<file path="src/hdl/rwt_pkg.sv">
package rwt_pkg;

  // Window geometry. The slot of a sequence is its low bits, so WINDOW is a power of two.
  localparam int WINDOW    = 64;
  localparam int SLOT_BITS = $clog2(WINDOW);
  localparam int SEQ_BITS  = 16;
  localparam int BMP_BITS  = 64;

  // Field widths on the stream ports.
  localparam int SEQ_FIELD_W = 16;
  localparam int IN_DATA_W   = 16;
  localparam int OUT_DATA_W  = 88;

  // Result status codes.
  typedef enum logic [1:0] {
    ST_OUTSIDE = 2'd0,
    ST_DUP     = 2'd1,
    ST_DELIV   = 2'd2,
    ST_HELD    = 2'd3
  } rwt_status_t;

  // Operations on the per-channel window state.
  typedef enum logic [1:0] {
    OP_NONE    = 2'd0,
    OP_SET     = 2'd1,
    OP_CLR_ADV = 2'd2
  } rwt_op_t;

  // Command from the sequencer to the window state.
  typedef struct packed {
    rwt_op_t              op;
    logic                 ch;
    logic [SLOT_BITS-1:0] slot;
  } rwt_cmd_t;

  // State of the selected channel as seen by the sequencer.
  typedef struct packed {
    logic [SEQ_BITS-1:0] expect_seq;
    logic [BMP_BITS-1:0] bits;
  } rwt_view_t;

endpackage

</file>
<file path="src/hdl/receive_ack_window_tracker.sv">
// Receive-side acknowledgement window tracker for two channels: channel 0 is
// reliable, channel 1 is ordered. Each header transfer on the slave side gives
// exactly one result transfer carrying the status, the deliver flag and the
// channel's next expected sequence, window bitmap and replay flag after the
// update. The block takes one header at a time: it is evaluated and then waits
// in the done state for the output register. A reliable header that is delivered
// also walks the advance state, clearing each received slot it moves past (up to
// 64), since the next expected sequence moves past the window bitmap one slot per
// cycle through a single shared bit-clear and increment unit. A finished result
// waits in an output register, so the next header is taken while it is pending.
module receive_ack_window_tracker (
  input  logic                            clk,
  input  logic                            rst,
  input  logic                            s_tvalid,
  output logic                            s_tready,
  input  logic [rwt_pkg::IN_DATA_W-1:0]   s_tdata,  // [15:0] seq_num
  input  logic [0:0]                      s_tuser,  // [0] chan_sel
  output logic                            m_tvalid,
  input  logic                            m_tready,
  // [1:0] status, [2] deliver, [18:3] next_expected, [82:19] ack_bitmap,
  // [83] replay_ready, [87:84] zero
  output logic [rwt_pkg::OUT_DATA_W-1:0]  m_tdata
);
  import rwt_pkg::*;

  typedef enum logic [1:0] {
    S_IDLE,
    S_EVAL,
    S_ADV,
    S_DONE
  } state_t;

  state_t              state;
  logic                ch_r;
  logic [SEQ_BITS-1:0] seq_r;
  rwt_status_t         status_r;
  logic                deliver_r;

  rwt_cmd_t            cmd;
  rwt_view_t           view;
  logic [SEQ_BITS:0]   diff;
  logic                in_win;
  logic                seq_hit;
  logic                exp_hit;
  logic                out_free;

  rwt_state u_state (
    .clk  (clk),
    .rst  (rst),
    .cmd  (cmd),
    .view (view)
  );

  // Window test without wrap-around, and the bitmap probes.
  assign diff     = {1'b0, seq_r} - {1'b0, view.expect_seq};
  assign in_win   = !diff[SEQ_BITS] && (diff < (SEQ_BITS + 1)'(WINDOW));
  assign seq_hit  = view.bits[seq_r[SLOT_BITS-1:0]];
  assign exp_hit  = view.bits[view.expect_seq[SLOT_BITS-1:0]];
  assign out_free = !m_tvalid || m_tready;
  assign s_tready = (state == S_IDLE);

  // Command to the shared unit for the current step.
  always_comb begin
    cmd.ch   = ch_r;
    cmd.slot = seq_r[SLOT_BITS-1:0];
    cmd.op   = OP_NONE;
    unique case (state)
      S_EVAL: begin
        if (in_win) begin
          if (!ch_r) begin
            if (!seq_hit) begin
              cmd.op = OP_SET;
            end
          end else if (seq_r == view.expect_seq) begin
            cmd.op = OP_CLR_ADV;
          end else begin
            cmd.op = OP_SET;
          end
        end
      end
      S_ADV: begin
        if (exp_hit) begin
          cmd.op = OP_CLR_ADV;
        end
      end
      default: begin
      end
    endcase
  end

  // Sequencer and output register.
  always_ff @(posedge clk) begin
    if (rst) begin
      state    <= S_IDLE;
      m_tvalid <= 1'b0;
    end else begin
      if (m_tvalid && m_tready) begin
        m_tvalid <= 1'b0;
      end
      unique case (state)
        S_IDLE: begin
          if (s_tvalid) begin
            ch_r  <= s_tuser[0];
            seq_r <= SEQ_BITS'(s_tdata[SEQ_FIELD_W-1:0]);
            state <= S_EVAL;
          end
        end
        S_EVAL: begin
          deliver_r <= 1'b0;
          state     <= S_DONE;
          if (!in_win) begin
            status_r <= ST_OUTSIDE;
          end else if (!ch_r) begin
            if (seq_hit) begin
              status_r <= ST_DUP;
            end else begin
              status_r  <= ST_DELIV;
              deliver_r <= 1'b1;
              state     <= S_ADV;
            end
          end else if (seq_r == view.expect_seq) begin
            status_r  <= ST_DELIV;
            deliver_r <= 1'b1;
          end else begin
            status_r <= ST_HELD;
          end
        end
        S_ADV: begin
          if (!exp_hit) begin
            state <= S_DONE;
          end
        end
        S_DONE: begin
          if (out_free) begin
            m_tvalid <= 1'b1;
            m_tdata  <= {4'b0, ch_r & exp_hit, view.bits,
                         SEQ_FIELD_W'(view.expect_seq), deliver_r, status_r};
            state    <= S_IDLE;
          end
        end
        default: begin
          state <= S_IDLE;
        end
      endcase
    end
  end

`ifndef SYNTHESIS
  // The deliver flag agrees with the delivered status.
  a_deliver_status: assert property (@(posedge clk) disable iff (rst)
    m_tvalid |-> (m_tdata[2] == (m_tdata[1:0] == ST_DELIV)))
    else $error("deliver flag disagrees with status");

  // Only the reliable channel walks the bitmap.
  a_adv_reliable: assert property (@(posedge clk) disable iff (rst)
    (state == S_ADV) |-> !ch_r)
    else $error("advance walk on ordered channel");

  // An accepted header is evaluated in the next cycle.
  a_accept_eval: assert property (@(posedge clk) disable iff (rst)
    (s_tvalid && s_tready) |=> (state == S_EVAL))
    else $error("accepted header not evaluated");

  // A result is never overwritten while it waits.
  a_no_overwrite: assert property (@(posedge clk) disable iff (rst)
    (m_tvalid && !m_tready && state == S_DONE) |=> (state == S_DONE))
    else $error("pending result overwritten");
`endif

endmodule

</file>
<file path="src/hdl/rwt_state.sv">
module rwt_state (
  input  logic              clk,
  input  logic              rst,
  input  rwt_pkg::rwt_cmd_t cmd,
  output rwt_pkg::rwt_view_t view
);
  import rwt_pkg::*;

  logic [SEQ_BITS-1:0] expect_seq [2];
  logic [BMP_BITS-1:0] window_bits [2];
  logic [SLOT_BITS-1:0] cur_slot;

  assign cur_slot = expect_seq[cmd.ch][SLOT_BITS-1:0];

  // Selected channel state, read by the sequencer.
  assign view.expect_seq = expect_seq[cmd.ch];
  assign view.bits       = window_bits[cmd.ch];

  // Shared update unit: set one bit, or clear the slot of the next expected sequence
  // and step it on by one.
  always_ff @(posedge clk) begin
    if (rst) begin
      expect_seq[0]  <= '0;
      expect_seq[1]  <= '0;
      window_bits[0] <= '0;
      window_bits[1] <= '0;
    end else begin
      unique case (cmd.op)
        OP_SET: begin
          window_bits[cmd.ch][cmd.slot] <= 1'b1;
        end
        OP_CLR_ADV: begin
          window_bits[cmd.ch][cur_slot] <= 1'b0;
          expect_seq[cmd.ch]            <= expect_seq[cmd.ch] + 1'b1;
        end
        default: begin
        end
      endcase
    end
  end

endmodule

</file>
<file path="config.mk">
export PLATFORM = sky130hd
export DESIGN_NAME = receive_ack_window_tracker
export DESIGN_NICKNAME = d
export VERILOG_FILES = /design/src/hdl/rwt_pkg.sv /design/src/hdl/receive_ack_window_tracker.sv /design/src/hdl/rwt_state.sv
export SDC_FILE = /design/constraint.sdc
export NUM_CORES = 1
export LEC_CHECK = 0
export ABC_CLOCK_PERIOD_IN_PS = 9390
export BUFFER_PORTS_ARGS = -buffer_cell sky130_fd_sc_hd__buf_2
export CORE_ASPECT_RATIO = 1.1
export CORE_UTILIZATION = 57
export CTS_BUF_LIST = sky130_fd_sc_hd__clkbuf_8
export CTS_CLUSTER_DIAMETER = 200
export DETAILED_ROUTE_END_ITERATION = 10
export HOLD_SLACK_MARGIN = 0.06
export PLACE_DENSITY_LB_ADDON = 0.15
export SLEW_MARGIN = 20
export SYNTH_ARGS = -nofsm -noshare
export SYNTH_HDL_FRONTEND = slang
export SYNTH_SLANG_ARGS = --single-unit
</file>
<file path="constraint.sdc">
create_clock -name clk -period 9.39 [get_ports clk]
set_input_delay 1.878 -clock clk [delete_from_list [all_inputs] [get_ports clk]]
set_output_delay 1.878 -clock clk [all_outputs]
set_load 0.02 [all_outputs]
</file>
==> results of run 1 <==
[report_power, final]
group / leakage (nW) / total (mW) / switching, mW / internal, mW
Clock: 0.456 / 0.928 / 0.474 / 0.454
Combinational: 3.16 / 0.849 / 0.598 / 0.252
Sequential: 2.64 / 1.46 / 0.0631 / 1.39
Total: 6.25 / 3.24 / 1.14 / 2.10
[synth_stat cells (4+ instances only)]
cell      number  area, µm²
o31ai_1       51        383
a21oi_1       20        100
a22oi_1       12       90.1
a31oi_1       89        557
mux2i_1       58        581
buf_6          5       56.3
buf_2         29        145
nand4_1        7       43.8
and2_1        10       62.6
nand3b_1       7       52.6
a211o_1       26        228
nor3b_1       10       75.1
nor2b_1        5       31.3
and3_1        48        300
edfxtp_1     264       7930
nand2b_1       4       25.0
o21ai_0       40        200
xnor2_1       13        114
a211oi_1       8       60.1
buf_4         15        113
or3_1          9       56.3
o22ai_1       11       68.8
dfxtp_1        4       80.1
buf_1          6       22.5
nor3_1        47        235
a41oi_1        4       35.0
a221oi_1      10       87.6
a221o_1       18        180
nand2_1       70        263
o21ai_1       10       50.1
mux2_2        32        360
o211ai_1      12       90.1
or2_2          4       25.0
inv_1         62        233
a21o_1         4       30.0
nand3_1       45        225
clkbuf_1      65        244
nor4_1        16        100
nor2_1       172        646
ha_1          21        263
[worst paths after layout]
path                                                   to        start
worst max-delay path            u_state.expect_seq[0][10]    flip-flop
worst min-delay path                           m_tdata[1]  status_r[1]
worst max register to register  u_state.expect_seq[0][10]    flip-flop
worst min register to register                 m_tdata[1]  status_r[1]
[registers in the layout, indices dropped and copies added, names as in the netlist, named ones only]
signal,count
ch_r,1
deliver_r,1
m_tdata,84
m_tvalid,1
seq_r,16
state,2
status_r,2
u_state.expect_seq,32
u_state.window_bits,128
[per-layer routing]
layer  vias to the layer above  share of wire, %  global-route usage, %
li1                       5498                 -                      -
met1                      6165                37                   52.3
met2                      1120                42                   53.8
met3                       231                15                   12.2
met4                         0               6.0                   20.6
met5                         -                 0                      0
[cells by family (layout without fill, tap and decap cells)]
logic type                 after synthesis  in the layout  share of synthesized area, %
and+or+nand+nor                        479            479                          16.0
AOI/OAI and AO/OA                      345            345                          16.3
DFF                                    268            268                          53.0
buffers and inverters                  186            274                          5.49
muxes                                   93             93                          6.62
adders and majority gates               21             21                          1.74
xor gates and xnor gates                14             14                         0.812
other                                    1              5                        0.0248
[layout make-up]
cell class / instances / area share, %
clock inverter: 33 / 0.832
antenna: 1 / 0.0151
timing repair buffer: 130 / 4.39
tap: 352 / 2.66
clock buffer: 46 / 3.83
inverter: 65 / 1.47
sequential: 268 / 48.4
multi-input combinational: 956 / 38.4
[worst max-delay path, stage by stage, from the launching register on]
cell and delay, ps:
dfxtp_4 970, mux2i_1 860, ha_1 440, and4_1 240, a21boi_4 150, a2111o_1 410
a221o_1 360, nor4b_4 390, nand4_4 220, o31a_1 370, nand2_2 70, buf_4 660
nand2b_1 690
==> summary.md, run 1 <==
| Metric | Value |
|---|---|
| Status | `finished clean` |
| Wire per inst | `28.0 µm` |
| Synth warn | `0` |
| Cell count after synthesis | `1407` |
| Longest Clk Path Bufs | `3` |
| CORE AREA | `0.0261 mm²` |
| Drt initial violations | `2366` |
| Finished Layout Cells | `1851` |
| Cell Pwr Density | `196 mW/mm²` |
| Worst setup path class | `reg2reg` |
| Type of the most critical hold path | `reg2reg` |
| Worst Clk Skew | `36.5 ps` |
| Layout cell share with drive strength beyond 1 | `17.2%` |
| Max-Cap Viols | `0` |
| Seq/Total Area, Yosys | `53.0%` |
| TritonCTS buffer count | `45` |
| Actual slew at the worst max-slew pin | `1210 ps` |
| Final period utilization | `67.8%` |
| Max-slew violation count | `0` |
| DR vias | `13000` |
| WHS | `428 ps` |
| Vias in the first global route | `12100` |
| Final ANT Viol Nets | `0` |
| Multi-input logic area | `0.00635 mm²` |
| Final instance area | `0.0165 mm²` |
| RSZ-0062 raised after global routing | `false` |
| Resized Gates After CTS | `0` |
| Initial Util | `57.9%` |
| Yosys cell types | `86` |
| CTS H-tree depth | `2` |
| Dpl cell area | `0.0158 mm²` |
| Global-route usage over all layers | `38.2%` |
| Worst r2r path cells | `12` |
| Root Driver | `clkbuf_8` |
| Site Rows | `62` |
| WP data arrival | `6500 ps` |
| First-pass GRT wire length | `75700 µm` |
| Nets | `1508` |
| CP max FO | `64` |
| Post-Route WL | `51900 µm` |
| Async SR Flop Fraction | `0%` |
| Synth Cell Area | `0.0151 mm²` |
| Worst-Skew Late Latency | `590 ps` |
| Final Power | `3.24 mW` |
| Worst Setup Start Kind | `flip-flop` |
| Finished Core Util | `63.5%` |
| Drt via density | `7.03` |
| Worst setup EP type | `flip-flop` |
| Worst Slack Setup Final | `3020 ps` |
| Crit path required time | `9520 ps` |
| Syn_area_per_cell | `10.7 µm²` |
| DRT Pass-1 Iters | `9` |
| Clock transition at path regs | `60 ps` |
| Prevailing post-synth register cell | `edfxtp_1` |
| Pre-CTS WS | `3210 ps` |
| Post-CTS Setup Bufs | `0` |
| Dpl hpwl | `33100 µm` |
| Die extent in y | `173 µm` |
| IO buf count | `106` |
| Hold Path Stages | `0` |
| Clk sinks | `268` |
| Initial antenna violation count | `0` |
| EDFF count, synth | `264` |
| Largest net degree at the start of global routing | `132` |
| Area Growth Syn to Fin | `9.60%` |
| # hold bufs at CTS | `0` |
| CTS tree | `done` |
| Die width | `157 µm` |
| R2R Setup Slk | `3020 ps` |
| Drc violations | `0` |
| RePlAce Congestion | `0.982` |
| Fin Setup TNS | `0 ps` |
| Final hold vios | `0` |
| Placed cells | `1771` |
| Io pins | `111` |
| Shortest period the worst path allows | `6370 ps` |
| Total gr overflow | `0` |
| FILL cells | `2122` |
| Post-synthesis register bit count | `268` |
| Commonest cells after routing, fill and taps aside | `edfxtp_1 (264), nor2_1 (171), buf_2 (105)` |
| Worst VDD drop | `0.000109 V` |
| Pleak | `6.25 nW` |
| Most common cell after layout, fill and taps aside | `edfxtp_1` |
| Fmax | `0.157 GHz` |
| Reg area | `0.00801 mm²` |
| Final setup fails | `0` |
| Relative slew slack | `18.9%` |
| Die ar. | `0.0271 mm²` |
(Power assumes the default switching activity.)
==> run 2: changes to the inputs <==
--- a/config.mk
+++ b/config.mk
@@ -5,7 +5,7 @@
 export SDC_FILE = /design/constraint.sdc
 export NUM_CORES = 1
 export LEC_CHECK = 0
-export ABC_CLOCK_PERIOD_IN_PS = 9390
+export ABC_CLOCK_PERIOD_IN_PS = 5500
 export BUFFER_PORTS_ARGS = -buffer_cell sky130_fd_sc_hd__buf_2
 export CORE_ASPECT_RATIO = 1.1
 export CORE_UTILIZATION = 57
==> constraint.sdc (replaced) <==
create_clock -name clk -period 5.5 [get_ports clk]
set_input_delay 1.1 -clock clk [delete_from_list [all_inputs] [get_ports clk]]
set_output_delay 1.1 -clock clk [all_outputs]
set_load 0.02 [all_outputs]
==> summary.md, run 2 (synthesis results as in run 1) <==
| Metric | Value |
|---|---|
| Most frequent CP cell | `buf_4` |
| CP max FO | `55 (-14%)` |
| # hold bufs at CTS | `0 (unchanged)` |
| Site Rows | `62 (unchanged)` |
| CTS tree | `done` |
| Worst setup EP type | `flip-flop` |
| CP peak stage delay | `640 ps (-330 ps)` |
| Drc violations | `0 (unchanged)` |
| Commonest cells after routing, fill and taps aside | `edfxtp_1 (264), nor2_1 (172), buf_2 (105)` |
| Cell Pwr Density | `333 mW/mm² (+70%)` |
| Delay-heaviest family, CP | `compound AO/OA/AOI/OAI gates` |
| IO buf count | `106 (unchanged)` |
| Worst r2r path cells | `13 (+1)` |
| HP Start | `deliver_r` |
| TritonCTS buffer count | `45 (unchanged)` |
| Die extent in y | `173 µm (unchanged)` |
| DRT Pass-1 Iters | `8 (-1)` |
| R2R Setup Slk | `340 ps (-2680 ps)` |
| Reg-to-reg endpoint | `u_state.window_bits[0][5]` |
| WP data arrival | `5570 ps (-930 ps)` |
| Post-CTS Setup Bufs | `0 (unchanged)` |
| Actual slew at the worst max-slew pin | `1210 ps (+4.01 ps)` |
| Finished Layout Cells | `1884 (+1.8%)` |
| Final Power | `5.61 mW (+73%)` |
| Worst Slack Setup Final | `340 ps (-2680 ps)` |
| Total gr overflow | `0 (unchanged)` |
| Max-slew violation count | `0 (unchanged)` |
| CP bufs+invs | `4 (+3)` |
| Global-route usage over all layers | `38.4% (+0.19 points)` |
| Layout cell share with drive strength beyond 1 | `18.9% (+1.8 points)` |
| Worst Hold Path EP | `m_tdata[2]` |
| Worst-Skew Late Latency | `590 ps (about the same)` |
| DR vias | `13100 (+0.57%)` |
| Pleak | `6.43 nW (+2.8%)` |
| Clock transition at path regs | `60 ps (about the same)` |
| Worst VDD drop | `0.000285 V (+160%)` |
| Status | `finished clean` |
| First-pass GRT wire length | `76000 µm (+0.47%)` |
| Clk sinks | `268 (unchanged)` |
| Top reg by flops | `u_state.window_bits` |
| Initial antenna violation count | `1 (+1)` |
| CORE AREA | `0.0261 mm² (unchanged)` |
| Final period utilization | `93.8% (+26 points)` |
| Crit path required time | `5910 ps (-3610 ps)` |
| CTS H-tree depth | `2 (unchanged)` |
| Area Growth Syn to Fin | `11.7%` |
| Relative slew slack | `18.4% (-0.45 points)` |
| RSZ-0062 raised after global routing | `false` |
| Worst Clk Skew | `39.9 ps (+3.36 ps)` |
| Fmax | `0.194 GHz (+23%)` |
| Drt initial violations | `2300 (-2.8%)` |
| Shortest period the worst path allows | `5160 ps (-1210 ps)` |
| Worst setup path class | `reg2reg` |
| Die width | `157 µm (unchanged)` |
| Hold Path Stages | `0 (unchanged)` |
| Root Driver | `clkbuf_8` |
| Vias in the first global route | `12200 (+0.82%)` |
| Final hold vios | `0 (unchanged)` |
| Io pins | `111 (unchanged)` |
| Placed cells | `1804 (+1.9%)` |
| Drt via density | `6.95 (-1.2%)` |
| Longest Clk Path Bufs | `3 (unchanged)` |
| Type of the most critical hold path | `reg2reg` |
| ANT cells | `0 (-1)` |
| Wire per inst | `27.5 µm (-2.0%)` |
| Pre-CTS WS | `-72.1 ps (-3280 ps)` |
| Dpl hpwl | `34600 µm (+4.3%)` |
| Nets | `1541 (+2.2%)` |
| Biggest regs | `u_state.window_bits (128), m_tdata (84), u_state.expect_seq (32)` |
| Initial Util | `57.9% (unchanged)` |
| Post-Route WL | `51800 µm (-0.22%)` |
| Worst Setup Start Kind | `flip-flop` |
| CP max-delay cell | `mux2i_2` |
| Max-Cap Viols | `0 (unchanged)` |
| Cell chain of the critical path | `buf_6 > mux2i_2 > a21oi_1 > a2111oi_4 > a31oi_1 > a211oi_2 > buf_4 > a31oi_4 > nor4_4 > buf_12 > buf_4 > nand2_1 > nor3_1` |
| Resized Gates After CTS | `1 (+1)` |
| RePlAce Congestion | `0.986 (+0.41%)` |
| WHS | `430 ps (+1.79 ps)` |
| Final ANT Viol Nets | `0 (unchanged)` |
| Die ar. | `0.0271 mm² (unchanged)` |
| Largest net degree at the start of global routing | `108 (-18%)` |
| Final setup fails | `0 (unchanged)` |
| Max reg flops | `128 (unchanged)` |
| Most common cell after layout, fill and taps aside | `edfxtp_1` |
==> run 2: how the worst max path moves through the flow <==
stage | end | cells after the start | startpoint
2_1_floorplan | m_tdata[0] | 4 | rst
3_3_place_gp | u_state.window_bits[0][5] | 13 | flip-flop
3_5_place_dp | u_state.window_bits[0][5] | 13 | flip-flop
4_1_cts | u_state.window_bits[0][5] | 13 | flip-flop
5_1_grt | u_state.window_bits[0][5] | 13 | flip-flop
6_report | u_state.window_bits[0][5] | 13 | flip-flop
==> run 2: per-stage QoR <==
stage	instance area (µm²)	utilization, %	setup TNS (ps)
finish	16900	64.7	0
global route	16900	64.7	0
CTS	16800	64.6	0
detailed placement	16000	61.5	-250
global placement	16000	61.5	-57.9
floorplan	15100	-	0
==> run 2: cell type report <==
cell class                      instances  area (µm²)
Fill cell                            2126        9200
Sequential cell                       268        8010
Multi-Input combinational cell        956        6350
Timing Repair Buffer                  163        1010
Clock buffer                           47         647
Tap cell                              352         440
Inverter                               65         244
Clock inverter                         33         156
==> run 2: per-layer routing <==
metal	track usage [%]	vias up	wire length [µm]
met1	54.0	6160	19600
met4	20.6	2	3090
li1	-	5573	-
met2	53.7	1105	21500
met3	10.7	248	7600
met5	0	-	18
==> run 2: power breakdown <==
group | internal [mW] | leakage (nW) | switching, mW | total (mW)
Sequential | 2.38 | 2.64 | 0.0873 | 2.47
Clock | 0.832 | 0.462 | 0.817 | 1.65
Combinational | 0.462 | 3.33 | 1.03 | 1.49
Total | 3.68 | 6.43 | 1.94 | 5.61
